## config.mk

```make
export PLATFORM = sky130hd
export DESIGN_NAME = mains_voltage_block_average_monitor_top_flat
export DESIGN_NICKNAME = d
export VERILOG_FILES = /design/src/hdl/mvbam_pkg.sv /design/src/hdl/mvbam_in_if.sv /design/src/hdl/mvbam_out_if.sv /design/src/hdl/mvbam_div.sv /design/src/hdl/mains_voltage_block_average_monitor_top.sv /design/src/flat_wrapper.sv
export SDC_FILE = /design/constraint.sdc
export NUM_CORES = 2
export LEC_CHECK = 0
export BUFFER_PORTS_ARGS = -buffer_cell sky130_fd_sc_hd__buf_2
export CORE_MARGIN = 1.5
export CORE_UTILIZATION = 50
export CTS_CLUSTER_SIZE = 30
export DETAILED_ROUTE_END_ITERATION = 7
export PLACE_DENSITY = 0.71
export SLEW_MARGIN = 25
export SYNTH_ARGS = -nofsm -noshare
export SYNTH_HDL_FRONTEND = slang
export SYNTH_HIERARCHICAL = 1
export SYNTH_SLANG_ARGS = --single-unit
```

## constraint.sdc

```tcl
create_clock -name i_clk -period 17.35 [get_ports i_clk]
set_input_delay 3.47 -clock i_clk [delete_from_list [all_inputs] [get_ports i_clk]]
set_output_delay 3.47 -clock i_clk [all_outputs]
set_load 0.005 [all_outputs]
```

## src/hdl/mvbam_pkg.sv

```systemverilog
// shared constants, types and state codes of the block average monitor
package mvbam_pkg;

    localparam int SAMPLE_BITS = 12;
    localparam int COUNT_BITS  = 10;
    localparam int SUM_BITS    = SAMPLE_BITS + COUNT_BITS;
    localparam int FRAC_BITS   = 8;
    localparam int DIV_BITS    = SUM_BITS + FRAC_BITS;
    localparam int GAIN_BITS   = 16;
    localparam int PROD_BITS   = DIV_BITS + GAIN_BITS;
    localparam int VOLT_BITS   = 9;
    localparam int TRACK_BITS  = 16;
    localparam int CFG_IDX_BITS  = 3;
    localparam int CFG_DATA_BITS = 16;
    localparam int DIV_CNT_BITS  = $clog2(DIV_BITS);

    localparam int DIFF_BITS      = ((SAMPLE_BITS > VOLT_BITS) ? SAMPLE_BITS : VOLT_BITS)
                                    + FRAC_BITS;
    localparam int RECIP_BITS     = 25;
    localparam int RECIP_SHIFT    = 27;
    localparam int CORR_PROD_BITS = DIFF_BITS + RECIP_BITS;
    localparam int CORR_Q_BITS    = CORR_PROD_BITS - RECIP_SHIFT;

    localparam logic [COUNT_BITS-1:0] CORR_DIV_ABOVE = COUNT_BITS'(6);
    localparam logic [COUNT_BITS-1:0] CORR_DIV_BELOW = COUNT_BITS'(7);

    // floor(x / 6) and floor(x / 7) as multiply and shift, exact for x below 2^24
    localparam logic [RECIP_BITS-1:0] RECIP_SIX   = RECIP_BITS'(22369622);
    localparam logic [RECIP_BITS-1:0] RECIP_SEVEN = RECIP_BITS'(19173962);

    typedef enum logic [CFG_IDX_BITS-1:0] {
        CFG_BLOCK_LENGTH = 3'd0,
        CFG_CONV_GAIN    = 3'd1,
        CFG_CAL_VOLTAGE  = 3'd2,
        CFG_OVER_LIMIT   = 3'd3,
        CFG_UNDER_LIMIT  = 3'd4
    } t_cfg_idx;

    typedef enum logic [2:0] {
        ST_IDLE,
        ST_AVG_GO,
        ST_AVG_WAIT,
        ST_CORR_GO,
        ST_CORR_WAIT,
        ST_FIN
    } t_state;

    typedef struct packed {
        logic                  start;
        logic [DIV_BITS-1:0]   dividend;
        logic [COUNT_BITS-1:0] divisor;
    } t_div_req;

    typedef struct packed {
        logic                done;
        logic                busy;
        logic [DIV_BITS-1:0] quotient;
    } t_div_rsp;

endpackage

```

## src/hdl/mvbam_in_if.sv

```systemverilog
// sample channel: valid, ready, a paused flag and one converter sample
interface mvbam_in_if;
    import mvbam_pkg::*;

    logic                   valid;
    logic                   ready;
    logic [SAMPLE_BITS-1:0] sample;
    logic                   paused;

    modport source (output valid, output sample, output paused, input ready);
    modport sink   (input valid, input sample, input paused, output ready);
endinterface

```

## src/hdl/mvbam_out_if.sv

```systemverilog
// result channel: valid, ready and one block result
interface mvbam_out_if;
    import mvbam_pkg::*;

    logic                  valid;
    logic                  ready;
    logic [VOLT_BITS-1:0]  voltage;
    logic [TRACK_BITS-1:0] max_voltage;
    logic [TRACK_BITS-1:0] min_voltage;
    logic [TRACK_BITS-1:0] over_duration;
    logic [TRACK_BITS-1:0] under_duration;
    logic                  over_active;
    logic                  under_active;

    modport source (
        output valid, output voltage, output max_voltage, output min_voltage,
        output over_duration, output under_duration, output over_active,
        output under_active, input ready
    );
    modport sink (
        input valid, input voltage, input max_voltage, input min_voltage,
        input over_duration, input under_duration, input over_active,
        input under_active, output ready
    );
endinterface

```

## src/hdl/mvbam_div.sv

```systemverilog
// restoring divider, one quotient bit per cycle
module mvbam_div
    import mvbam_pkg::*;
(
    input  logic     i_clk,
    input  logic     i_rst_n,
    input  t_div_req i_req,
    output t_div_rsp o_rsp
);

    localparam logic [DIV_CNT_BITS-1:0] LAST_STEP = DIV_CNT_BITS'(DIV_BITS - 1);

    logic                    r_busy;
    logic                    r_done;
    logic [DIV_CNT_BITS-1:0] r_cnt;
    logic [COUNT_BITS-1:0]   r_den;
    logic [COUNT_BITS-1:0]   r_rem;
    logic [DIV_BITS-1:0]     r_quo;

    logic [COUNT_BITS:0]     s_rem_sh;
    logic [COUNT_BITS:0]     s_rem_sub;
    logic                    s_ge;

    assign s_rem_sh  = {r_rem, r_quo[DIV_BITS-1]};
    assign s_ge      = s_rem_sh >= {1'b0, r_den};
    assign s_rem_sub = s_rem_sh - {1'b0, r_den};

    always_ff @(posedge i_clk) begin
        if (!i_rst_n) begin
            r_busy <= 1'b0;
            r_done <= 1'b0;
            r_cnt  <= '0;
        end else begin
            r_done <= 1'b0;
            if (i_req.start) begin
                r_busy <= 1'b1;
                r_cnt  <= '0;
            end else if (r_busy) begin
                r_cnt <= r_cnt + 1'b1;
                if (r_cnt == LAST_STEP) begin
                    r_busy <= 1'b0;
                    r_done <= 1'b1;
                end
            end
        end
    end

    always_ff @(posedge i_clk) begin
        if (i_req.start) begin
            r_quo <= i_req.dividend;
            r_den <= i_req.divisor;
            r_rem <= '0;
        end else if (r_busy) begin
            r_quo <= {r_quo[DIV_BITS-2:0], s_ge};
            r_rem <= s_ge ? s_rem_sub[COUNT_BITS-1:0] : s_rem_sh[COUNT_BITS-1:0];
        end
    end

    assign o_rsp.done     = r_done;
    assign o_rsp.busy     = r_busy;
    assign o_rsp.quotient = r_quo;

endmodule

```

## src/hdl/mains_voltage_block_average_monitor_top.sv

```systemverilog
// block average monitor: sample summing, divider sequencer, peak and episode tracking
//
//  channel   dir  handshake          payload
//  i_smp     in   valid / ready      sample, paused
//  o_res     out  valid / ready      voltage, max/min, over/under duration and active
//  i_cfg_*   in   write enable only  index, data
//
// a sample that does not end a block, or is paused, is taken while the sequencer stays idle
// a block-ending sample starts the sequencer: the divider forms the
// average, then the gain and the sixth or seventh correction take one multiply each
// reset is synchronous and clears the control, sum and tracking registers; no clearing pass
// the result sits in an output register; samples are taken while it waits,
// and only a block end stalls until it is free
module mains_voltage_block_average_monitor_top
    import mvbam_pkg::*;
(
    input  logic                     i_clk,
    input  logic                     i_rst_n,
    input  logic                     i_cfg_we,
    input  logic [CFG_IDX_BITS-1:0]  i_cfg_idx,
    input  logic [CFG_DATA_BITS-1:0] i_cfg_data,
    mvbam_in_if.sink                 i_smp,
    mvbam_out_if.source              o_res
);

    localparam logic [COUNT_BITS-1:0] CNT_MAX  = {COUNT_BITS{1'b1}};
    localparam logic [VOLT_BITS-1:0]  VOLT_SAT = {VOLT_BITS{1'b1}};

    t_state r_state;
    t_state n_state;

    logic [COUNT_BITS-1:0] r_block_length;
    logic [GAIN_BITS-1:0]  r_gain;
    logic [VOLT_BITS-1:0]  r_cal;
    logic [VOLT_BITS-1:0]  r_over_lim;
    logic [VOLT_BITS-1:0]  r_under_lim;

    logic [SUM_BITS-1:0]   r_sum;
    logic [COUNT_BITS-1:0] r_count;
    logic [DIV_BITS-1:0]   r_v8;
    logic                  r_above;
    logic [DIFF_BITS-1:0]  r_diff;
    logic [TRACK_BITS-1:0] r_block_counter;
    logic [TRACK_BITS-1:0] r_max_seen;
    logic [TRACK_BITS-1:0] r_min_seen;
    logic [TRACK_BITS-1:0] r_over_time;
    logic [TRACK_BITS-1:0] r_under_time;
    logic                  r_over_flag;
    logic                  r_under_flag;
    logic                  r_out_valid;
    logic [VOLT_BITS-1:0]  r_voltage;

    t_div_req s_req;
    t_div_rsp s_rsp;

    logic                  s_take;
    logic                  s_ready;
    logic                  s_acc;
    logic [COUNT_BITS-1:0] s_n;
    logic [SUM_BITS-1:0]   s_sum_add;
    logic                  s_end;
    logic [PROD_BITS-1:0]  s_prod;
    logic [DIV_BITS-1:0]   s_c8;
    logic                  s_v_above;
    logic [RECIP_BITS-1:0]     s_recip;
    logic [CORR_PROD_BITS-1:0] s_corr_prod;
    logic [CORR_Q_BITS-1:0]    s_corr_q;
    logic                  s_fin_go;
    logic [DIV_BITS-FRAC_BITS-1:0] s_whole;
    logic [VOLT_BITS-1:0]  s_v;
    logic [TRACK_BITS-1:0] s_ac;
    logic [TRACK_BITS-1:0] s_bc1;

    // config writes
    always_ff @(posedge i_clk) begin
        if (!i_rst_n) begin
            r_block_length <= COUNT_BITS'(40);
            r_gain         <= GAIN_BITS'(5752);
            r_cal          <= VOLT_BITS'(215);
            r_over_lim     <= VOLT_BITS'(250);
            r_under_lim    <= VOLT_BITS'(190);
        end else if (i_cfg_we) begin
            unique case (i_cfg_idx)
                CFG_BLOCK_LENGTH: r_block_length <= i_cfg_data[COUNT_BITS-1:0];
                CFG_CONV_GAIN:    r_gain         <= i_cfg_data[GAIN_BITS-1:0];
                CFG_CAL_VOLTAGE:  r_cal          <= i_cfg_data[VOLT_BITS-1:0];
                CFG_OVER_LIMIT:   r_over_lim     <= i_cfg_data[VOLT_BITS-1:0];
                CFG_UNDER_LIMIT:  r_under_lim    <= i_cfg_data[VOLT_BITS-1:0];
                default: ;
            endcase
        end
    end

    assign s_take      = i_smp.valid && s_ready;
    assign s_acc       = s_take && !i_smp.paused;
    assign s_n         = r_count + 1'b1;
    assign s_sum_add   = r_sum + SUM_BITS'(i_smp.sample);
    assign s_end       = (s_n >= r_block_length) || (s_n == CNT_MAX);
    assign s_prod      = s_rsp.quotient * r_gain;
    assign s_c8        = DIV_BITS'({r_cal, {FRAC_BITS{1'b0}}});
    assign s_v_above   = r_v8 > s_c8;
    assign s_recip     = r_above ? RECIP_SIX : RECIP_SEVEN;
    assign s_corr_prod = r_diff * s_recip;
    assign s_corr_q    = s_corr_prod[CORR_PROD_BITS-1:RECIP_SHIFT];
    assign s_fin_go    = !r_out_valid || o_res.ready;
    assign s_whole     = r_v8[DIV_BITS-1:FRAC_BITS];
    assign s_v         = (|s_whole[DIV_BITS-FRAC_BITS-1:VOLT_BITS]) ? VOLT_SAT
                                                                    : s_whole[VOLT_BITS-1:0];
    assign s_ac        = TRACK_BITS'(s_v);
    assign s_bc1       = r_block_counter + 1'b1;

    // next state
    always_comb begin
        n_state = r_state;
        unique case (r_state)
            ST_IDLE:      if (s_acc && s_end) n_state = ST_AVG_GO;
            ST_AVG_GO:    n_state = ST_AVG_WAIT;
            ST_AVG_WAIT:  if (s_rsp.done) n_state = ST_CORR_GO;
            ST_CORR_GO:   n_state = ST_CORR_WAIT;
            ST_CORR_WAIT: n_state = ST_FIN;
            ST_FIN:       if (s_fin_go) n_state = ST_IDLE;
            default:      n_state = ST_IDLE;
        endcase
    end

    // sequencer outputs
    always_comb begin
        s_ready        = 1'b0;
        s_req.start    = 1'b0;
        s_req.dividend = {r_sum, {FRAC_BITS{1'b0}}};
        s_req.divisor  = r_count;
        unique case (r_state)
            ST_IDLE:   s_ready = 1'b1;
            ST_AVG_GO: s_req.start = 1'b1;
            default: ;
        endcase
    end

    always_ff @(posedge i_clk) begin
        if (!i_rst_n) begin
            r_state <= ST_IDLE;
        end else begin
            r_state <= n_state;
        end
    end

    // datapath
    always_ff @(posedge i_clk) begin
        if (!i_rst_n) begin
            r_sum           <= '0;
            r_count         <= '0;
            r_block_counter <= '0;
            r_max_seen      <= '0;
            r_min_seen      <= '1;
            r_over_time     <= '0;
            r_under_time    <= '0;
            r_over_flag     <= 1'b0;
            r_under_flag    <= 1'b0;
            r_out_valid     <= 1'b0;
        end else begin
            if (r_out_valid && o_res.ready) begin
                r_out_valid <= 1'b0;
            end
            if (r_state == ST_IDLE && s_acc) begin
                r_sum   <= s_sum_add;
                r_count <= s_n;
            end
            if (r_state == ST_FIN && s_fin_go) begin
                r_sum           <= '0;
                r_count         <= '0;
                r_out_valid     <= 1'b1;
                r_block_counter <= s_bc1;
                if (s_ac > r_max_seen) begin
                    r_max_seen <= s_ac;
                end
                if (s_ac < r_min_seen) begin
                    r_min_seen <= s_ac;
                end
                priority if (!r_over_flag && s_v > r_over_lim) begin
                    r_over_flag <= 1'b1;
                    r_over_time <= s_bc1;
                end else if (!r_under_flag && s_v < r_under_lim) begin
                    r_under_flag <= 1'b1;
                    r_under_time <= s_bc1;
                end else if (r_over_flag && s_v < r_over_lim) begin
                    r_over_time     <= TRACK_BITS'({s_bc1 - r_over_time, 1'b0});
                    r_over_flag     <= 1'b0;
                    r_block_counter <= '0;
                end else if (r_under_flag && s_v > r_under_lim) begin
                    r_under_time    <= TRACK_BITS'({s_bc1 - r_under_time, 1'b0});
                    r_under_flag    <= 1'b0;
                    r_block_counter <= '0;
                end else begin
                end
            end
        end
    end

    always_ff @(posedge i_clk) begin
        if (r_state == ST_AVG_WAIT && s_rsp.done) begin
            r_v8 <= s_prod[PROD_BITS-1:GAIN_BITS];
        end else if (r_state == ST_CORR_WAIT) begin
            r_v8 <= r_above ? (r_v8 - DIV_BITS'(s_corr_q)) : (r_v8 + DIV_BITS'(s_corr_q));
        end
        if (r_state == ST_CORR_GO) begin
            r_above <= s_v_above;
            r_diff  <= s_v_above ? DIFF_BITS'(r_v8 - s_c8) : DIFF_BITS'(s_c8 - r_v8);
        end
        if (r_state == ST_FIN && s_fin_go) begin
            r_voltage <= s_v;
        end
    end

    mvbam_div u_div (
        .i_clk   (i_clk),
        .i_rst_n (i_rst_n),
        .i_req   (s_req),
        .o_rsp   (s_rsp)
    );

    assign i_smp.ready          = s_ready;
    assign o_res.valid          = r_out_valid;
    assign o_res.voltage        = r_voltage;
    assign o_res.max_voltage    = r_max_seen;
    assign o_res.min_voltage    = r_min_seen;
    assign o_res.over_duration  = r_over_time;
    assign o_res.under_duration = r_under_time;
    assign o_res.over_active    = r_over_flag;
    assign o_res.under_active   = r_under_flag;

    a_div_done_waited: assert property (@(posedge i_clk) disable iff (!i_rst_n)
        s_rsp.done |-> (r_state == ST_AVG_WAIT || r_state == ST_CORR_WAIT))
        else $error("divider finished outside a wait state");

    a_out_from_fin: assert property (@(posedge i_clk) disable iff (!i_rst_n)
        $rose(r_out_valid) |-> $past(r_state) == ST_FIN)
        else $error("result loaded outside block end");

    a_min_le_max: assert property (@(posedge i_clk) disable iff (!i_rst_n)
        r_out_valid |-> r_min_seen <= r_max_seen)
        else $error("minimum above maximum");

    a_div_idle_start: assert property (@(posedge i_clk) disable iff (!i_rst_n)
        s_req.start |-> !s_rsp.busy)
        else $error("divider restarted while busy");

endmodule
```

## src/flat_wrapper.sv

```systemverilog
// flat-port wrapper written by rule: the top's interface ports become plain ports
module mains_voltage_block_average_monitor_top_flat import mvbam_pkg::*;
  (i_clk, i_rst_n, i_cfg_we, i_cfg_idx, i_cfg_data, i_smp_valid, i_smp_sample, i_smp_paused, i_smp_ready, o_res_valid, o_res_voltage, o_res_max_voltage, o_res_min_voltage, o_res_over_duration, o_res_under_duration, o_res_over_active, o_res_under_active, o_res_ready);
  mvbam_in_if i_smp_i ();
  mvbam_out_if o_res_i ();
  input  logic i_clk;
  input  logic i_rst_n;
  input  logic i_cfg_we;
  input  logic [CFG_IDX_BITS-1:0] i_cfg_idx;
  input  logic [CFG_DATA_BITS-1:0] i_cfg_data;
  input wire logic [$bits(i_smp_i.valid)-1:0] i_smp_valid;
  input wire logic [$bits(i_smp_i.sample)-1:0] i_smp_sample;
  input wire logic [$bits(i_smp_i.paused)-1:0] i_smp_paused;
  output wire logic [$bits(i_smp_i.ready)-1:0] i_smp_ready;
  output wire logic [$bits(o_res_i.valid)-1:0] o_res_valid;
  output wire logic [$bits(o_res_i.voltage)-1:0] o_res_voltage;
  output wire logic [$bits(o_res_i.max_voltage)-1:0] o_res_max_voltage;
  output wire logic [$bits(o_res_i.min_voltage)-1:0] o_res_min_voltage;
  output wire logic [$bits(o_res_i.over_duration)-1:0] o_res_over_duration;
  output wire logic [$bits(o_res_i.under_duration)-1:0] o_res_under_duration;
  output wire logic [$bits(o_res_i.over_active)-1:0] o_res_over_active;
  output wire logic [$bits(o_res_i.under_active)-1:0] o_res_under_active;
  input wire logic [$bits(o_res_i.ready)-1:0] o_res_ready;
  assign i_smp_i.valid = i_smp_valid;
  assign i_smp_i.sample = i_smp_sample;
  assign i_smp_i.paused = i_smp_paused;
  assign i_smp_ready = i_smp_i.ready;
  assign o_res_valid = o_res_i.valid;
  assign o_res_voltage = o_res_i.voltage;
  assign o_res_max_voltage = o_res_i.max_voltage;
  assign o_res_min_voltage = o_res_i.min_voltage;
  assign o_res_over_duration = o_res_i.over_duration;
  assign o_res_under_duration = o_res_i.under_duration;
  assign o_res_over_active = o_res_i.over_active;
  assign o_res_under_active = o_res_i.under_active;
  assign o_res_i.ready = o_res_ready;
  mains_voltage_block_average_monitor_top u_core (.i_clk(i_clk), .i_rst_n(i_rst_n), .i_cfg_we(i_cfg_we), .i_cfg_idx(i_cfg_idx), .i_cfg_data(i_cfg_data), .i_smp(i_smp_i), .o_res(o_res_i));
endmodule
```

==> qor.txt <==
Fraction of layout cells with a size suffix above 1 = 0.0659
Hold Path Class = reg2reg
Total Routed Length = 101 mm
Crit share post-route = 0.627
R2R Path Start = u_core/r_above$_DFFE_PN_
Die H = 286 um
Final ANT Viol Nets = 0
Setup Slack @ Placement = 6760 ps
Synth Cell Area = 40100 um2
Number of antenna diodes = 0
DR vias/cell = 5.54
Setup ws final = 6470 ps
Final hold vios = 0
Clock tree sinks = 275
Worst hold path cell count = 2
DIE AREA = 81900 um2
Crit Path Max Fanout = 25
Measured slew at the worst slew-check pin = 1030 ps
Final Wtd Congestion = 0.947
Clk root buf = clkbuf_16
CTS hold repair buffers = 0
Fin nets = 5583
Max Clock Skew = 33.3 ps
Peak VDD IR = 83.2 uV
Synth Instances = 4521
Post-place instance area = 41600 um2
Leakage = 20.6 nW
CTS buffer count = 34
Total power = 3.28 mW
Post-Layout Inst Area = 42800 um2
CTS clk-pin slew, worst paths = 60 ps
Core area = 79100 um2
Reg2Reg Depth = 41
Outcome = finished, final reports clean
Vias in the first global route = 31570
CTS tree = done
DR iter-0 viols = 1839
Final Core Density = 0.540
Most common cell on crit path = inv_1
Hold Path Origin = u_core/r_gain[0]$_SDFFE_PN0P_
H-tree depth = 2
Flop2flop setup slack = 6470 ps
Max Slew Vio Count = 0
CP max stage delay = 750 ps
Post-DR wirelength/cell = 17.9 um
CP Capture Type = register
Vias = 31096
Most common cell after layout, fill and taps aside = inv_1
Drt drc = 0
Maxcap violations = 0
Worst Path Arrival = 11150 ps
FMAX = 91.9 MHz
Initial Util = 0.507
Most frequent cells in the layout = inv_1, nand2_1, fa_1, ha_1, a21oi_1
Syn_area_per_cell = 8.87 um2
Worst EP required = 17620 ps
IO Port Bufs = 106
Final setup fails = 0
RR Endpoint = u_core/r_v8[29]$_DFFE_PP_
WS Path Type = reg2reg
Total global-route track usage = 0.251
Total iterations of the first detailed-routing run = 6
Post_cts resized = 0
Final setup TNS = 0 ps
First-pass GRT wire length = 165 mm
Slew HR = 0.313
Area Growth Syn to Fin = 6.63%
Hpwl dp = 77.8 mm
Critical path startpoint category = register
PwrDens = 76.8 nW/um2
# Post-CTS Setup Buffers = 0
Grt total ovfl = 0
Clock latency on the worst-skew pair = 560 ps
Warnings, synthesis = 6
Largest net degree at the start of global routing = 70
Final Non-Filler Cells = 5615
Slowest stage cell, crit path = xor2_1
Row cnt = 103
Min Hold Slack = 453 ps
I/O Pins = 114
Hold Path End = u_core/r_gain[0]$_SDFFE_PN0P_
Die X = 286 um
Min Tclk post-route = 10880 ps
RSZ-0062 raised after global routing = no
Initial antenna violation count = 0
Max clock buf depth = 3
Inst Count DP = 5553
==> worst max path at each step <==
stage | start | to | slack [ps] | cells past startpoint
6_report | u_core/r_above$_DFFE_PN_ | u_core/r_v8[29]$_DFFE_PP_ | 6470 | 41
3_3_place_gp | u_core/r_above$_DFFE_PN_ | u_core/r_v8[29]$_DFFE_PP_ | 6910 | 41
3_5_place_dp | u_core/r_above$_DFFE_PN_ | u_core/r_v8[29]$_DFFE_PP_ | 6760 | 41
5_1_grt | u_core/r_above$_DFFE_PN_ | u_core/r_v8[29]$_DFFE_PP_ | 5870 | 41
4_1_cts | u_core/r_above$_DFFE_PN_ | u_core/r_v8[29]$_DFFE_PP_ | 6630 | 41
2_1_floorplan | u_core/r_above$_DFFE_PN_ | u_core/r_v8[29]$_DFFE_PP_ | 7920 | 42
==> flip-flops by register name, summed over array words and instances (netlist names), 10 cells and up <==
| signal | count |
|---|---|
| u_core/r_sum | 22 |
| u_core/r_count | 10 |
| u_core/r_block_counter | 16 |
| u_core/u_div/r_rem | 10 |
| u_core/o_res.over_duration | 16 |
| u_core/o_res.min_voltage | 10 |
| u_core/o_res.under_duration | 16 |
| u_core/r_v8 | 30 |
| u_core/r_block_length | 10 |
| u_core/u_div/r_den | 10 |
| u_core/r_gain | 16 |
| u_core/r_diff | 20 |
| u_core/u_div/r_quo | 30 |
==> critical path: cells and delay by family, from the launching register on <==
family	cells	cell delay, ps
adders and majority gates	9	3980
AOI/OAI and AO/OA	11	2560
xor gates and xnor gates	3	1170
DFF	1	380
buffers and inverters	8	740
and+or+nand+nor	9	1670
muxes	1	70
==> layout make-up <==
class,count,area [um2]
clock buffer,45,965
clock inverter,17,191
fill,7276,36400
inverter,803,3020
multi-input combinational,3273,29900
sequential,275,6510
tap,1050,1310
timing repair buffer,152,876
==> metal layers <==
| layer | vias to the layer above | track usage | share of wire |
|---|---|---|---|
| met5 | - | 0 | 0 |
| met4 | 0 | 0.0599 | 0.021 |
| met3 | 146 | 0.0348 | 0.068 |
| met2 | 949 | 0.432 | 0.49 |
| met1 | 15395 | 0.332 | 0.42 |
| li1 | 14606 | - | - |
==> power breakdown <==
group | total [mW] | internal [mW] | leakage (nW) | switching (mW)
Combinational | 1.82 | 0.770 | 17.8 | 1.05
Clock | 0.738 | 0.429 | 0.564 | 0.310
Sequential | 0.722 | 0.708 | 2.28 | 0.0142
Power figures use the tool's default switching activity.
